File: config.mk
export PLATFORM = sky130hd
export DESIGN_NAME = barometer_temp_pressure_compensation_unit
export DESIGN_NICKNAME = d
export VERILOG_FILES = /design/src/rtl/btpc_pkg.sv /design/src/rtl/btpc_mul.sv /design/src/rtl/btpc_div.sv /design/src/rtl/barometer_temp_pressure_compensation_unit.sv
export SDC_FILE = /design/constraint.sdc
export NUM_CORES = 2
export LEC_CHECK = 0
export BUFFER_PORTS_ARGS = -buffer_cell sky130_fd_sc_hd__clkbuf_2
export CORE_AREA = 2 2 288 290
export CTS_CLUSTER_DIAMETER = 120
export DETAILED_ROUTE_END_ITERATION = 8
export DIE_AREA = 0 0 290 292
export PLACE_DENSITY = 0.77
export SLEW_MARGIN = 20
export SYNTH_ARGS = -nofsm -noshare
export SYNTH_HDL_FRONTEND = slang
export SYNTH_SLANG_ARGS = --single-unit
File: constraint.sdc
create_clock -name aclk -period 6.2 [get_ports aclk]
set_input_delay 0 -clock aclk [delete_from_list [all_inputs] [get_ports aclk]]
set_output_delay 0 -clock aclk [all_outputs]
set_load 0.05 [all_outputs]
File: src/rtl/btpc_pkg.sv
`timescale 1ns / 1ps
`default_nettype none
package btpc_pkg;

    localparam int unsigned WORD_W = 32;
    localparam int unsigned IDX_W  = 3;

    typedef enum logic [IDX_W-1:0] {
        REG_OSS    = 3'd0,
        REG_AC1    = 3'd1,
        REG_AC2    = 3'd2,
        REG_AC3    = 3'd3,
        REG_AC4    = 3'd4,
        REG_B1B2   = 3'd5,
        REG_AC56   = 3'd6,
        REG_MCMD   = 3'd7
    } reg_idx_t;

    // serial multiplier handshake
    typedef struct packed {
        logic              start;
        logic [WORD_W-1:0] a;
        logic [WORD_W-1:0] b;
    } mul_req_t;

    typedef struct packed {
        logic              done;
        logic [WORD_W-1:0] prod;
    } mul_rsp_t;

    // serial divider handshake (unsigned)
    typedef struct packed {
        logic              start;
        logic [WORD_W-1:0] num;
        logic [WORD_W-1:0] den;
    } div_req_t;

    typedef struct packed {
        logic              done;
        logic [WORD_W-1:0] quot;
    } div_rsp_t;

    typedef enum logic [5:0] {
        ST_IDLE,
        // temperature
        ST_T_MUL,  ST_T_DEN, ST_T_DIV, ST_T_FIN,
        // pressure
        ST_P_SQ,   ST_P_SQ_W,
        ST_P_X1,   ST_P_X1_W,
        ST_P_X2,   ST_P_X2_W,
        ST_P_B3,
        ST_P_Y1,   ST_P_Y1_W,
        ST_P_Y2,   ST_P_Y2_W,
        ST_P_B4,   ST_P_B4_W,
        ST_P_B7,   ST_P_B7_W,
        ST_P_DIV,  ST_P_DIV_W,
        ST_P_Q1,   ST_P_Q1_W,
        ST_P_Q2,   ST_P_Q2_W,
        ST_P_Q3,   ST_P_Q3_W,
        ST_P_FIN,
        ST_OUT
    } state_t;

    localparam logic [WORD_W-1:0] C_4000  = 32'd4000;
    localparam logic [WORD_W-1:0] C_50000 = 32'd50000;
    localparam logic [WORD_W-1:0] C_HALF  = 32'h8000_0000;
    localparam logic [WORD_W-1:0] C_32768 = 32'd32768;
    localparam logic [WORD_W-1:0] C_3038  = 32'd3038;
    localparam logic [WORD_W-1:0] C_M7357 = 32'hFFFF_E343;
    localparam logic [WORD_W-1:0] C_3791  = 32'd3791;

    function automatic logic [WORD_W-1:0] sx16(input logic [15:0] v);
        return {{16{v[15]}}, v};
    endfunction

endpackage
`default_nettype wire

File: src/rtl/btpc_mul.sv
`timescale 1ns / 1ps
`default_nettype none
module btpc_mul (
    input  wire logic               aclk,
    input  wire logic               aresetn,
    input  wire btpc_pkg::mul_req_t req,
    output btpc_pkg::mul_rsp_t      rsp
);
    import btpc_pkg::*;

    logic [WORD_W-1:0] mcand_reg, mcand_next;
    logic [WORD_W-1:0] mplier_reg, mplier_next;
    logic [WORD_W-1:0] acc_reg, acc_next;
    logic [5:0]        cnt_reg, cnt_next;
    logic              busy_reg, busy_next;
    logic              done_reg, done_next;

    // shift-add, one multiplier bit per cycle, low 32 bits kept
    always_comb begin
        mcand_next  = mcand_reg;
        mplier_next = mplier_reg;
        acc_next    = acc_reg;
        cnt_next    = cnt_reg;
        busy_next   = busy_reg;
        done_next   = 1'b0;
        if (req.start) begin
            mcand_next  = req.a;
            mplier_next = req.b;
            acc_next    = '0;
            cnt_next    = 6'd0;
            busy_next   = 1'b1;
        end else if (busy_reg) begin
            if (mplier_reg[0]) begin
                acc_next = acc_reg + mcand_reg;
            end
            mcand_next  = {mcand_reg[WORD_W-2:0], 1'b0};
            mplier_next = {1'b0, mplier_reg[WORD_W-1:1]};
            cnt_next    = cnt_reg + 6'd1;
            if (cnt_reg == 6'd31) begin
                busy_next = 1'b0;
                done_next = 1'b1;
            end
        end
    end

    always_ff @(posedge aclk) begin
        if (!aresetn) begin
            busy_reg <= 1'b0;
            done_reg <= 1'b0;
        end else begin
            busy_reg <= busy_next;
            done_reg <= done_next;
        end
        mcand_reg  <= mcand_next;
        mplier_reg <= mplier_next;
        acc_reg    <= acc_next;
        cnt_reg    <= cnt_next;
    end

    assign rsp.done = done_reg;
    assign rsp.prod = acc_reg;
endmodule
`default_nettype wire

File: src/rtl/btpc_div.sv
`timescale 1ns / 1ps
`default_nettype none
module btpc_div (
    input  wire logic               aclk,
    input  wire logic               aresetn,
    input  wire btpc_pkg::div_req_t req,
    output btpc_pkg::div_rsp_t      rsp
);
    import btpc_pkg::*;

    logic [WORD_W-1:0] quo_reg, quo_next;
    logic [WORD_W-1:0] rem_reg, rem_next;
    logic [WORD_W-1:0] den_reg, den_next;
    logic [5:0]        cnt_reg, cnt_next;
    logic              busy_reg, busy_next;
    logic              done_reg, done_next;
    logic [WORD_W:0]   trial;
    logic [WORD_W:0]   diff;

    // restoring division, one quotient bit per cycle
    always_comb begin
        quo_next  = quo_reg;
        rem_next  = rem_reg;
        den_next  = den_reg;
        cnt_next  = cnt_reg;
        busy_next = busy_reg;
        done_next = 1'b0;
        trial     = {rem_reg, quo_reg[WORD_W-1]};
        diff      = trial - {1'b0, den_reg};
        if (req.start) begin
            quo_next  = req.num;
            rem_next  = '0;
            den_next  = req.den;
            cnt_next  = 6'd0;
            busy_next = 1'b1;
        end else if (busy_reg) begin
            if (!diff[WORD_W]) begin
                rem_next = diff[WORD_W-1:0];
                quo_next = {quo_reg[WORD_W-2:0], 1'b1};
            end else begin
                rem_next = trial[WORD_W-1:0];
                quo_next = {quo_reg[WORD_W-2:0], 1'b0};
            end
            cnt_next = cnt_reg + 6'd1;
            if (cnt_reg == 6'd31) begin
                busy_next = 1'b0;
                done_next = 1'b1;
            end
        end
    end

    always_ff @(posedge aclk) begin
        if (!aresetn) begin
            busy_reg <= 1'b0;
            done_reg <= 1'b0;
        end else begin
            busy_reg <= busy_next;
            done_reg <= done_next;
        end
        quo_reg <= quo_next;
        rem_reg <= rem_next;
        den_reg <= den_next;
        cnt_reg <= cnt_next;
    end

    assign rsp.done = done_reg;
    assign rsp.quot = quo_reg;
endmodule
`default_nettype wire

File: src/rtl/barometer_temp_pressure_compensation_unit.sv
`timescale 1ns / 1ps
`default_nettype none
// Channel   Dir  Beat contents
// s_axis    in   tdata[23:0] raw_reading, tuser action
// m_axis    out  tdata[31:0] value, tuser[0] kind, tuser[1] divide_error
// cfg       in   cfg_index register index, cfg_data write data
// One item at a time. Temperature takes one 32-step multiply and one 32-step divide;
// pressure takes ten multiplies and one divide,
// all through the bit-serial multiplier and divider.
// Synchronous active-low reset restores coefficients and clears the stored factor.
// The next item is taken once the result beat has moved to the output register.
module barometer_temp_pressure_compensation_unit (
    input  wire logic        aclk,
    input  wire logic        aresetn,
    input  wire logic        s_axis_tvalid,
    output logic             s_axis_tready,
    input  wire logic [23:0] s_axis_tdata,   // raw_reading
    input  wire logic        s_axis_tuser,   // action
    output logic             m_axis_tvalid,
    input  wire logic        m_axis_tready,
    output logic [31:0]      m_axis_tdata,   // value
    output logic [1:0]       m_axis_tuser,   // kind, divide_error
    input  wire logic        cfg_valid,
    output logic             cfg_ready,
    input  wire logic [2:0]  cfg_index,
    input  wire logic [31:0] cfg_data
);
    import btpc_pkg::*;

    logic [1:0]  oss_reg;
    logic [15:0] ac1_reg, ac2_reg, ac3_reg, ac4_reg;
    logic [31:0] b1b2_reg, ac56_reg, mcmd_reg;
    logic [31:0] b5_reg, b5_next;

    state_t state_reg, state_next;
    logic        kind_reg, kind_next;
    logic [23:0] raw_reg, raw_next;
    logic [31:0] t0_reg, t0_next;   // den
    logic [31:0] t1_reg, t1_next;   // sq / misc
    logic [31:0] t2_reg, t2_next;   // b3
    logic [31:0] t3_reg, t3_next;   // accum / p
    logic [31:0] t4_reg, t4_next;   // b4
    logic        neg_reg, neg_next;
    logic        big_reg, big_next;
    logic        err_reg, err_next;
    logic [31:0] res_reg, res_next;

    logic        ov_reg, ov_next;
    logic [31:0] ov_data_reg, ov_data_next;
    logic [1:0]  ov_user_reg, ov_user_next;

    mul_req_t mreq;
    mul_rsp_t mrsp;
    div_req_t dreq;
    div_rsp_t drsp;

    btpc_mul u_mul (.aclk(aclk), .aresetn(aresetn), .req(mreq), .rsp(mrsp));
    btpc_div u_div (.aclk(aclk), .aresetn(aresetn), .req(dreq), .rsp(drsp));

    // configuration write
    assign cfg_ready = 1'b1;
    always_ff @(posedge aclk) begin
        if (!aresetn) begin
            oss_reg  <= 2'd0;
            ac1_reg  <= 16'd408;
            ac2_reg  <= 16'hFFB8;
            ac3_reg  <= 16'hC7D1;
            ac4_reg  <= 16'd32741;
            b1b2_reg <= 32'd405667844;
            ac56_reg <= 32'd2146785905;
            mcmd_reg <= 32'd3724086068;
        end else if (cfg_valid) begin
            unique case (reg_idx_t'(cfg_index))
                REG_OSS:  oss_reg  <= cfg_data[1:0];
                REG_AC1:  ac1_reg  <= cfg_data[15:0];
                REG_AC2:  ac2_reg  <= cfg_data[15:0];
                REG_AC3:  ac3_reg  <= cfg_data[15:0];
                REG_AC4:  ac4_reg  <= cfg_data[15:0];
                REG_B1B2: b1b2_reg <= cfg_data;
                REG_AC56: ac56_reg <= cfg_data;
                REG_MCMD: mcmd_reg <= cfg_data;
                default: ;
            endcase
        end
    end

    logic [31:0] ac5, ac6, mc, md, b1, b2, ac1, ac2, ac3, ac4;
    assign ac5 = {16'd0, ac56_reg[31:16]};
    assign ac6 = {16'd0, ac56_reg[15:0]};
    assign mc  = sx16(mcmd_reg[31:16]);
    assign md  = sx16(mcmd_reg[15:0]);
    assign b1  = sx16(b1b2_reg[31:16]);
    assign b2  = sx16(b1b2_reg[15:0]);
    assign ac1 = sx16(ac1_reg);
    assign ac2 = sx16(ac2_reg);
    assign ac3 = sx16(ac3_reg);
    assign ac4 = {16'd0, ac4_reg};

    logic [31:0] b6, up, mcs, dabs, nabs, b3_pre, x3s, p_asr8, qd;
    assign b6     = b5_reg - C_4000;
    assign up     = {8'd0, raw_reg} >> (4'd8 - {2'd0, oss_reg});
    assign mcs    = mc << 11;
    assign b3_pre = (((ac1 << 2) + t3_reg) << oss_reg) + 32'd2;
    assign x3s    = $signed(t3_reg + $unsigned($signed(mrsp.prod) >>> 16) + 32'd2) >>> 2;
    assign p_asr8 = $signed(t3_reg) >>> 8;
    assign dabs   = t0_reg[31] ? (32'd0 - t0_reg) : t0_reg;
    assign nabs   = mcs[31] ? (32'd0 - mcs) : mcs;
    assign qd     = drsp.quot;

    // next state
    always_comb begin
        state_next = state_reg;
        unique case (state_reg)
            ST_IDLE:    if (s_axis_tvalid && s_axis_tready)
                            state_next = s_axis_tuser ? ST_P_SQ : ST_T_MUL;
            ST_T_MUL:   if (mrsp.done) state_next = ST_T_DEN;
            ST_T_DEN:   state_next = ((t0_reg) == 32'd0) ? ST_OUT : ST_T_DIV;
            ST_T_DIV:   if (drsp.done) state_next = ST_T_FIN;
            ST_T_FIN:   state_next = ST_OUT;
            ST_P_SQ:    state_next = ST_P_SQ_W;
            ST_P_SQ_W:  if (mrsp.done) state_next = ST_P_X1;
            ST_P_X1:    state_next = ST_P_X1_W;
            ST_P_X1_W:  if (mrsp.done) state_next = ST_P_X2;
            ST_P_X2:    state_next = ST_P_X2_W;
            ST_P_X2_W:  if (mrsp.done) state_next = ST_P_B3;
            ST_P_B3:    state_next = ST_P_Y1;
            ST_P_Y1:    state_next = ST_P_Y1_W;
            ST_P_Y1_W:  if (mrsp.done) state_next = ST_P_Y2;
            ST_P_Y2:    state_next = ST_P_Y2_W;
            ST_P_Y2_W:  if (mrsp.done) state_next = ST_P_B4;
            ST_P_B4:    state_next = ST_P_B4_W;
            ST_P_B4_W:  if (mrsp.done) state_next = ST_P_B7;
            ST_P_B7:    state_next = ST_P_B7_W;
            ST_P_B7_W:  if (mrsp.done) state_next = ST_P_DIV;
            ST_P_DIV:   state_next = (t4_reg == 32'd0) ? ST_OUT : ST_P_DIV_W;
            ST_P_DIV_W: if (drsp.done) state_next = ST_P_Q1;
            ST_P_Q1:    state_next = ST_P_Q1_W;
            ST_P_Q1_W:  if (mrsp.done) state_next = ST_P_Q2;
            ST_P_Q2:    state_next = ST_P_Q2_W;
            ST_P_Q2_W:  if (mrsp.done) state_next = ST_P_Q3;
            ST_P_Q3:    state_next = ST_P_Q3_W;
            ST_P_Q3_W:  if (mrsp.done) state_next = ST_P_FIN;
            ST_P_FIN:   state_next = ST_OUT;
            ST_OUT:     if (!ov_reg) state_next = ST_IDLE;
            default:    state_next = ST_IDLE;
        endcase
    end

    // datapath and unit requests
    always_comb begin
        kind_next = kind_reg; raw_next = raw_reg;
        t0_next = t0_reg; t1_next = t1_reg; t2_next = t2_reg;
        t3_next = t3_reg; t4_next = t4_reg;
        neg_next = neg_reg; big_next = big_reg; err_next = err_reg;
        res_next = res_reg; b5_next = b5_reg;
        mreq = '0; dreq = '0;
        unique case (state_reg)
            ST_IDLE: begin
                if (s_axis_tvalid && s_axis_tready) begin
                    kind_next = s_axis_tuser;
                    raw_next  = s_axis_tdata;
                    err_next  = 1'b0;
                    res_next  = '0;
                    if (!s_axis_tuser) begin
                        mreq = '{start: 1'b1, a: {16'd0, s_axis_tdata[15:0]} - ac6, b: ac5};
                    end
                end
            end
            ST_T_MUL: if (mrsp.done) begin
                t1_next = $signed(mrsp.prod) >>> 15;                      // x1
                t0_next = $unsigned($signed(mrsp.prod) >>> 15) + md;      // den
            end
            ST_T_DEN: begin
                if (t0_reg == 32'd0) begin
                    err_next = 1'b1;
                end else begin
                    neg_next = t0_reg[31] ^ mcs[31];
                    dreq = '{start: 1'b1, num: nabs, den: dabs};
                end
            end
            ST_T_DIV: if (drsp.done) begin
                t2_next = neg_reg ? (32'd0 - qd) : qd;
            end
            ST_T_FIN: begin
                b5_next  = t1_reg + t2_reg;
                res_next = $signed(t1_reg + t2_reg + 32'd8) >>> 4;
            end
            ST_P_SQ:   mreq = '{start: 1'b1, a: b6, b: b6};
            ST_P_SQ_W: if (mrsp.done) t1_next = $signed(mrsp.prod) >>> 12;
            ST_P_X1:   mreq = '{start: 1'b1, a: b2, b: t1_reg};
            ST_P_X1_W: if (mrsp.done) t3_next = $signed(mrsp.prod) >>> 11;
            ST_P_X2:   mreq = '{start: 1'b1, a: ac2, b: b6};
            ST_P_X2_W: if (mrsp.done)
                           t3_next = t3_reg + $unsigned($signed(mrsp.prod) >>> 11);
            ST_P_B3:   t2_next = $signed(b3_pre) >>> 2;
            ST_P_Y1:   mreq = '{start: 1'b1, a: ac3, b: b6};
            ST_P_Y1_W: if (mrsp.done) t3_next = $signed(mrsp.prod) >>> 13;
            ST_P_Y2:   mreq = '{start: 1'b1, a: b1, b: t1_reg};
            ST_P_Y2_W: if (mrsp.done) t3_next = x3s;
            ST_P_B4:   mreq = '{start: 1'b1, a: ac4, b: t3_reg + C_32768};
            ST_P_B4_W: if (mrsp.done) t4_next = mrsp.prod >> 15;
            ST_P_B7:   mreq = '{start: 1'b1, a: up - t2_reg, b: C_50000 >> oss_reg};
            ST_P_B7_W: if (mrsp.done) t3_next = mrsp.prod;
            ST_P_DIV: begin
                if (t4_reg == 32'd0) begin
                    err_next = 1'b1;
                end else begin
                    big_next = (t3_reg >= C_HALF);
                    dreq = '{start: 1'b1,
                             num: (t3_reg < C_HALF) ? (t3_reg << 1) : t3_reg,
                             den: t4_reg};
                end
            end
            ST_P_DIV_W: if (drsp.done) t3_next = big_reg ? (qd << 1) : qd;
            ST_P_Q1:   mreq = '{start: 1'b1, a: p_asr8, b: p_asr8};
            ST_P_Q1_W: if (mrsp.done) t1_next = mrsp.prod;
            ST_P_Q2:   mreq = '{start: 1'b1, a: t1_reg, b: C_3038};
            ST_P_Q2_W: if (mrsp.done) t1_next = $signed(mrsp.prod) >>> 16;
            ST_P_Q3:   mreq = '{start: 1'b1, a: C_M7357, b: t3_reg};
            ST_P_Q3_W: if (mrsp.done) t2_next = $signed(mrsp.prod) >>> 16;
            ST_P_FIN:  res_next = t3_reg
                                  + $unsigned($signed(t1_reg + t2_reg + C_3791) >>> 4);
            ST_OUT: ;
            default: ;
        endcase
    end

    // output register
    always_comb begin
        ov_next = ov_reg; ov_data_next = ov_data_reg; ov_user_next = ov_user_reg;
        if (ov_reg && m_axis_tready) ov_next = 1'b0;
        if (state_reg == ST_OUT && !ov_reg) begin
            ov_next      = 1'b1;
            ov_data_next = res_reg;
            ov_user_next = {err_reg, kind_reg};
        end
    end

    always_ff @(posedge aclk) begin
        if (!aresetn) begin
            state_reg <= ST_IDLE;
            ov_reg    <= 1'b0;
            b5_reg    <= '0;
        end else begin
            state_reg <= state_next;
            ov_reg    <= ov_next;
            b5_reg    <= b5_next;
        end
        kind_reg <= kind_next; raw_reg <= raw_next;
        t0_reg <= t0_next; t1_reg <= t1_next; t2_reg <= t2_next;
        t3_reg <= t3_next; t4_reg <= t4_next;
        neg_reg <= neg_next; big_reg <= big_next; err_reg <= err_next;
        res_reg <= res_next;
        ov_data_reg <= ov_data_next; ov_user_reg <= ov_user_next;
    end

    assign s_axis_tready = (state_reg == ST_IDLE);
    assign m_axis_tvalid = ov_reg;
    assign m_axis_tdata  = ov_data_reg;
    assign m_axis_tuser  = ov_user_reg;

`ifndef SYNTH
    // an error beat always carries a zero value
    a_err_zero: assert property (@(posedge aclk) disable iff (!aresetn)
        (m_axis_tvalid && m_axis_tuser[1]) |-> (m_axis_tdata == 32'd0))
        else $error("error beat with nonzero value");
    // the stored factor changes only when a temperature finishes
    a_b5_hold: assert property (@(posedge aclk) disable iff (!aresetn)
        (state_reg != ST_T_FIN) |=> $stable(b5_reg))
        else $error("temperature factor changed unexpectedly");
    // no new item while a computation is in flight
    a_one_item: assert property (@(posedge aclk) disable iff (!aresetn)
        (state_reg != ST_IDLE) |-> !s_axis_tready)
        else $error("input accepted while busy");
`endif
endmodule
`default_nettype wire

==> flow_summary.toml <==
[run_status]
outcome = "complete, no violations"

[layout]
fin_cells = 6902
final_layout_size_suffix_gt1_share_pct = 9.80
final_cell_mix = "nand2_1 (771), a21oi_1 (469), nor2_1 (414)"
final_common_cell = "nand2_1"
area_growth_syn_to_layout_pct = 12.4
final_nets = 6154
fillers = 6828

[place]
place_hpwl_mm = 143
dp_cells = 6691
place_congestion = 1.08
io_buffers = 100
dp_slack_ns = 0.143

[clock_tree]
numClockSinks = 629
cts_tree = "done"
clkTransAtPathRegs_ns = 0.07
clockBufferDepth = 3
clkLatencyLatePin_ns = 0.68
h-tree-depth = 3
cts-root-buf = "clkbuf_16"
cts_inserted_buffers = 75

[setup_path]
worst_r2r_path_depth = 23
cp-end-kind = "flip-flop"
required_ns = 6.75
cp-start-kind = "flip-flop"
crit_arrival_ns = 6.58
critical_path_class = "reg -> reg"
crit_path_max_fanout = 5

[timing]
tightest_slew_ns = 1.26
setup_viol_count_final = 0
timing.fmax_ghz = 0.166
post-route-min-period_ns = 6.04
min_period_over_period_pct = 97.4
relSlewSlack_pct = 15.9
setup_slack_ns = 0.164
tns_ns = 0
hold_violations = 0
skew_ns = 0.0322
slew_viol_final = 0

[detailed_routing]
vias = 46800
drt-total-wl_mm = 192
routed_via_density = 6.78
drc_errors = 0
ant_nets = 0
routedWlPerCell_microns = 27.8
drtIter0Drc = 6719
first_pass_iters = 6

[synth]
synth_seq_cells = 629
yosysSeqAreaShare_pct = 34.2
synth_flop_cell = "edfxtp_1"
ys_top_cells_by_area = "edfxtp_1 (22%), dfxtp_1 (12%), ha_1 (8.1%)"
yosys.area.top_type_share_pct = 22.2
yosysWarnings = 0
synth_cell_types = 98
synth_area_leader_cell = "edfxtp_1"
syn_avg_cell_area_sq_um = 8.41
synth_edf_count = 349
netlist_instances = 5598
synth_area_sq_mm = 0.0471
async_reset_ff_share_pct = 0

[floorplanning]
rows = 105
initial_core_util_pct = 57.7
die_area_sq_mm = 0.0847
die_w_microns = 290
coreArea_sq_mm = 0.0816
fp.dieH_microns = 292
ios = 102

[worst_hold_path]
min_path_type = "in -> reg"
whs_path_depth = 4

[global_routing]
grt_usage_pct = 44.2
overflow = 0
grt_antenna_before_repair = 5
grt_first_pass_wirelength_mm = 280
grt_pass1_vias = 43300
grt_max_degree = 144

[power]
pwr_density_cell_mw_per_mm2 = 470
p_leak_nw = 21.3
vdd_drop_max_uv = 1100

[job]
max-cap-violations = 0
-- where the power goes --
group	internal (mW)	total, mW	switching [mW]
sequential	5.89	7.05	1.16
clock	2.64	4.63	1.99
combinational	4.70	13.2	8.47
total	13.2	24.9	11.6
-- final timing paths --
kind                            slack [ns]            endpoint       startpoint
worst max-delay path                  0.16         res_reg[31]        t1_reg[4]
worst min-delay path                  0.04  u_mul.mcand_reg[0]  s_axis_tdata[0]
worst max register to register        0.16         res_reg[31]        t1_reg[4]
worst min register to register        0.41    m_axis_tdata[25]      res_reg[25]
-- synthesized netlist by cell type (all sizes together), types with 47 or more instances --
library cell	count
dfxtp	280
o211ai	49
edfxtp	349
nor2	424
o22ai	47
or3	63
inv	205
nand4	47
a22oi	70
mux2i	141
o21a	51
xnor2	214
a31oi	80
xor2	167
a211oi	61
o21ai	311
nand2b	48
nor3	111
nor2b	50
a21o	121
ha	306
clkbuf	254
a21oi	470
a221oi	63
buf	50
and3	47
nand2	772
nand3	195
-- worst max-delay path, cell delays in order, from the launching register on --
cell	delay (ns)
edfxtp_1	0.50
ha_4	0.34
o211ai_1	0.12
o211ai_1	0.35
nand4bb_1	0.25
buf_4	0.22
o211ai_1	0.43
nand2_1	0.12
xor2_1	0.17
nor4_1	0.37
nand2_1	0.18
nor4_1	0.26
buf_4	0.18
xnor2_1	0.20
ha_1	0.32
a31o_2	0.25
a21o_1	0.17
a21o_1	0.20
o311a_1	0.33
o311ai_1	0.08
buf_4	0.17
or3b_2	0.44
mux2i_1	0.13
or3_1	0.12
-- stage by stage --
step / cell area (sq um) / power (mW) / util (%) / hold slack [ns]
6_report: 52900 / 24.9 / 64.9 / 0.0415
5_1_grt: 52900 / 25.9 / 64.9 / 0.0216
4_1_cts: 52800 / 24.3 / 64.7 / 0.00251
3_5_place_dp: 49600 / 19.6 / 60.8 / 0.179
3_3_place_gp: 49600 / 19.4 / 60.8 / 0.178
2_1_floorplan: 47200 / 15.2 / - / 0.0989
-- metal layers --
metal	vias up	track usage, %	share of wire, %
met5	-	0	0.016
met4	4	34.2	9.3
met3	784	11.8	12
met2	3035	63.3	41
met1	22000	56.6	38
li1	21000	-	-
-- layout make-up --
| class | count | area (sq um) | share of cell area (%) |
|---|---|---|---|
| multi-input cells | 4473 | 29400 | 55.5 |
| well taps | 1070 | 1340 | 2.53 |
| inverters | 209 | 787 | 1.49 |
| diodes | 6 | 15.0 | 0.0284 |
| repair buffers | 375 | 2740 | 5.17 |
| clock buffers | 97 | 2100 | 3.97 |
| flip-flops and latches | 629 | 16100 | 30.4 |
| clock inverters | 43 | 474 | 0.896 |
-- kinds of logic after synthesis --
group                      Yosys count  share of synthesized area, %
AOI/OAI and AO/OA                 1651                          23.0
xor gates and xnor gates           381                          7.08
adders and majority gates          326                          8.98
buffers and inverters              513                          4.14
DFF                                629                          34.2
muxes                              176                          3.88
other                                2                        0.0159
and+or+nand+nor                   1920                          18.7
-- repair_timing --
action / in CTS / in global routing
hold buffers: 62 / 0
endpoints found under the setup margin: 0 / 8
hold endpoints to repair: 184 / 0
resized for setup: 0 / 26
buffers inserted: 0 / 3
No activity file was read; power rests on OpenSTA's default activity.
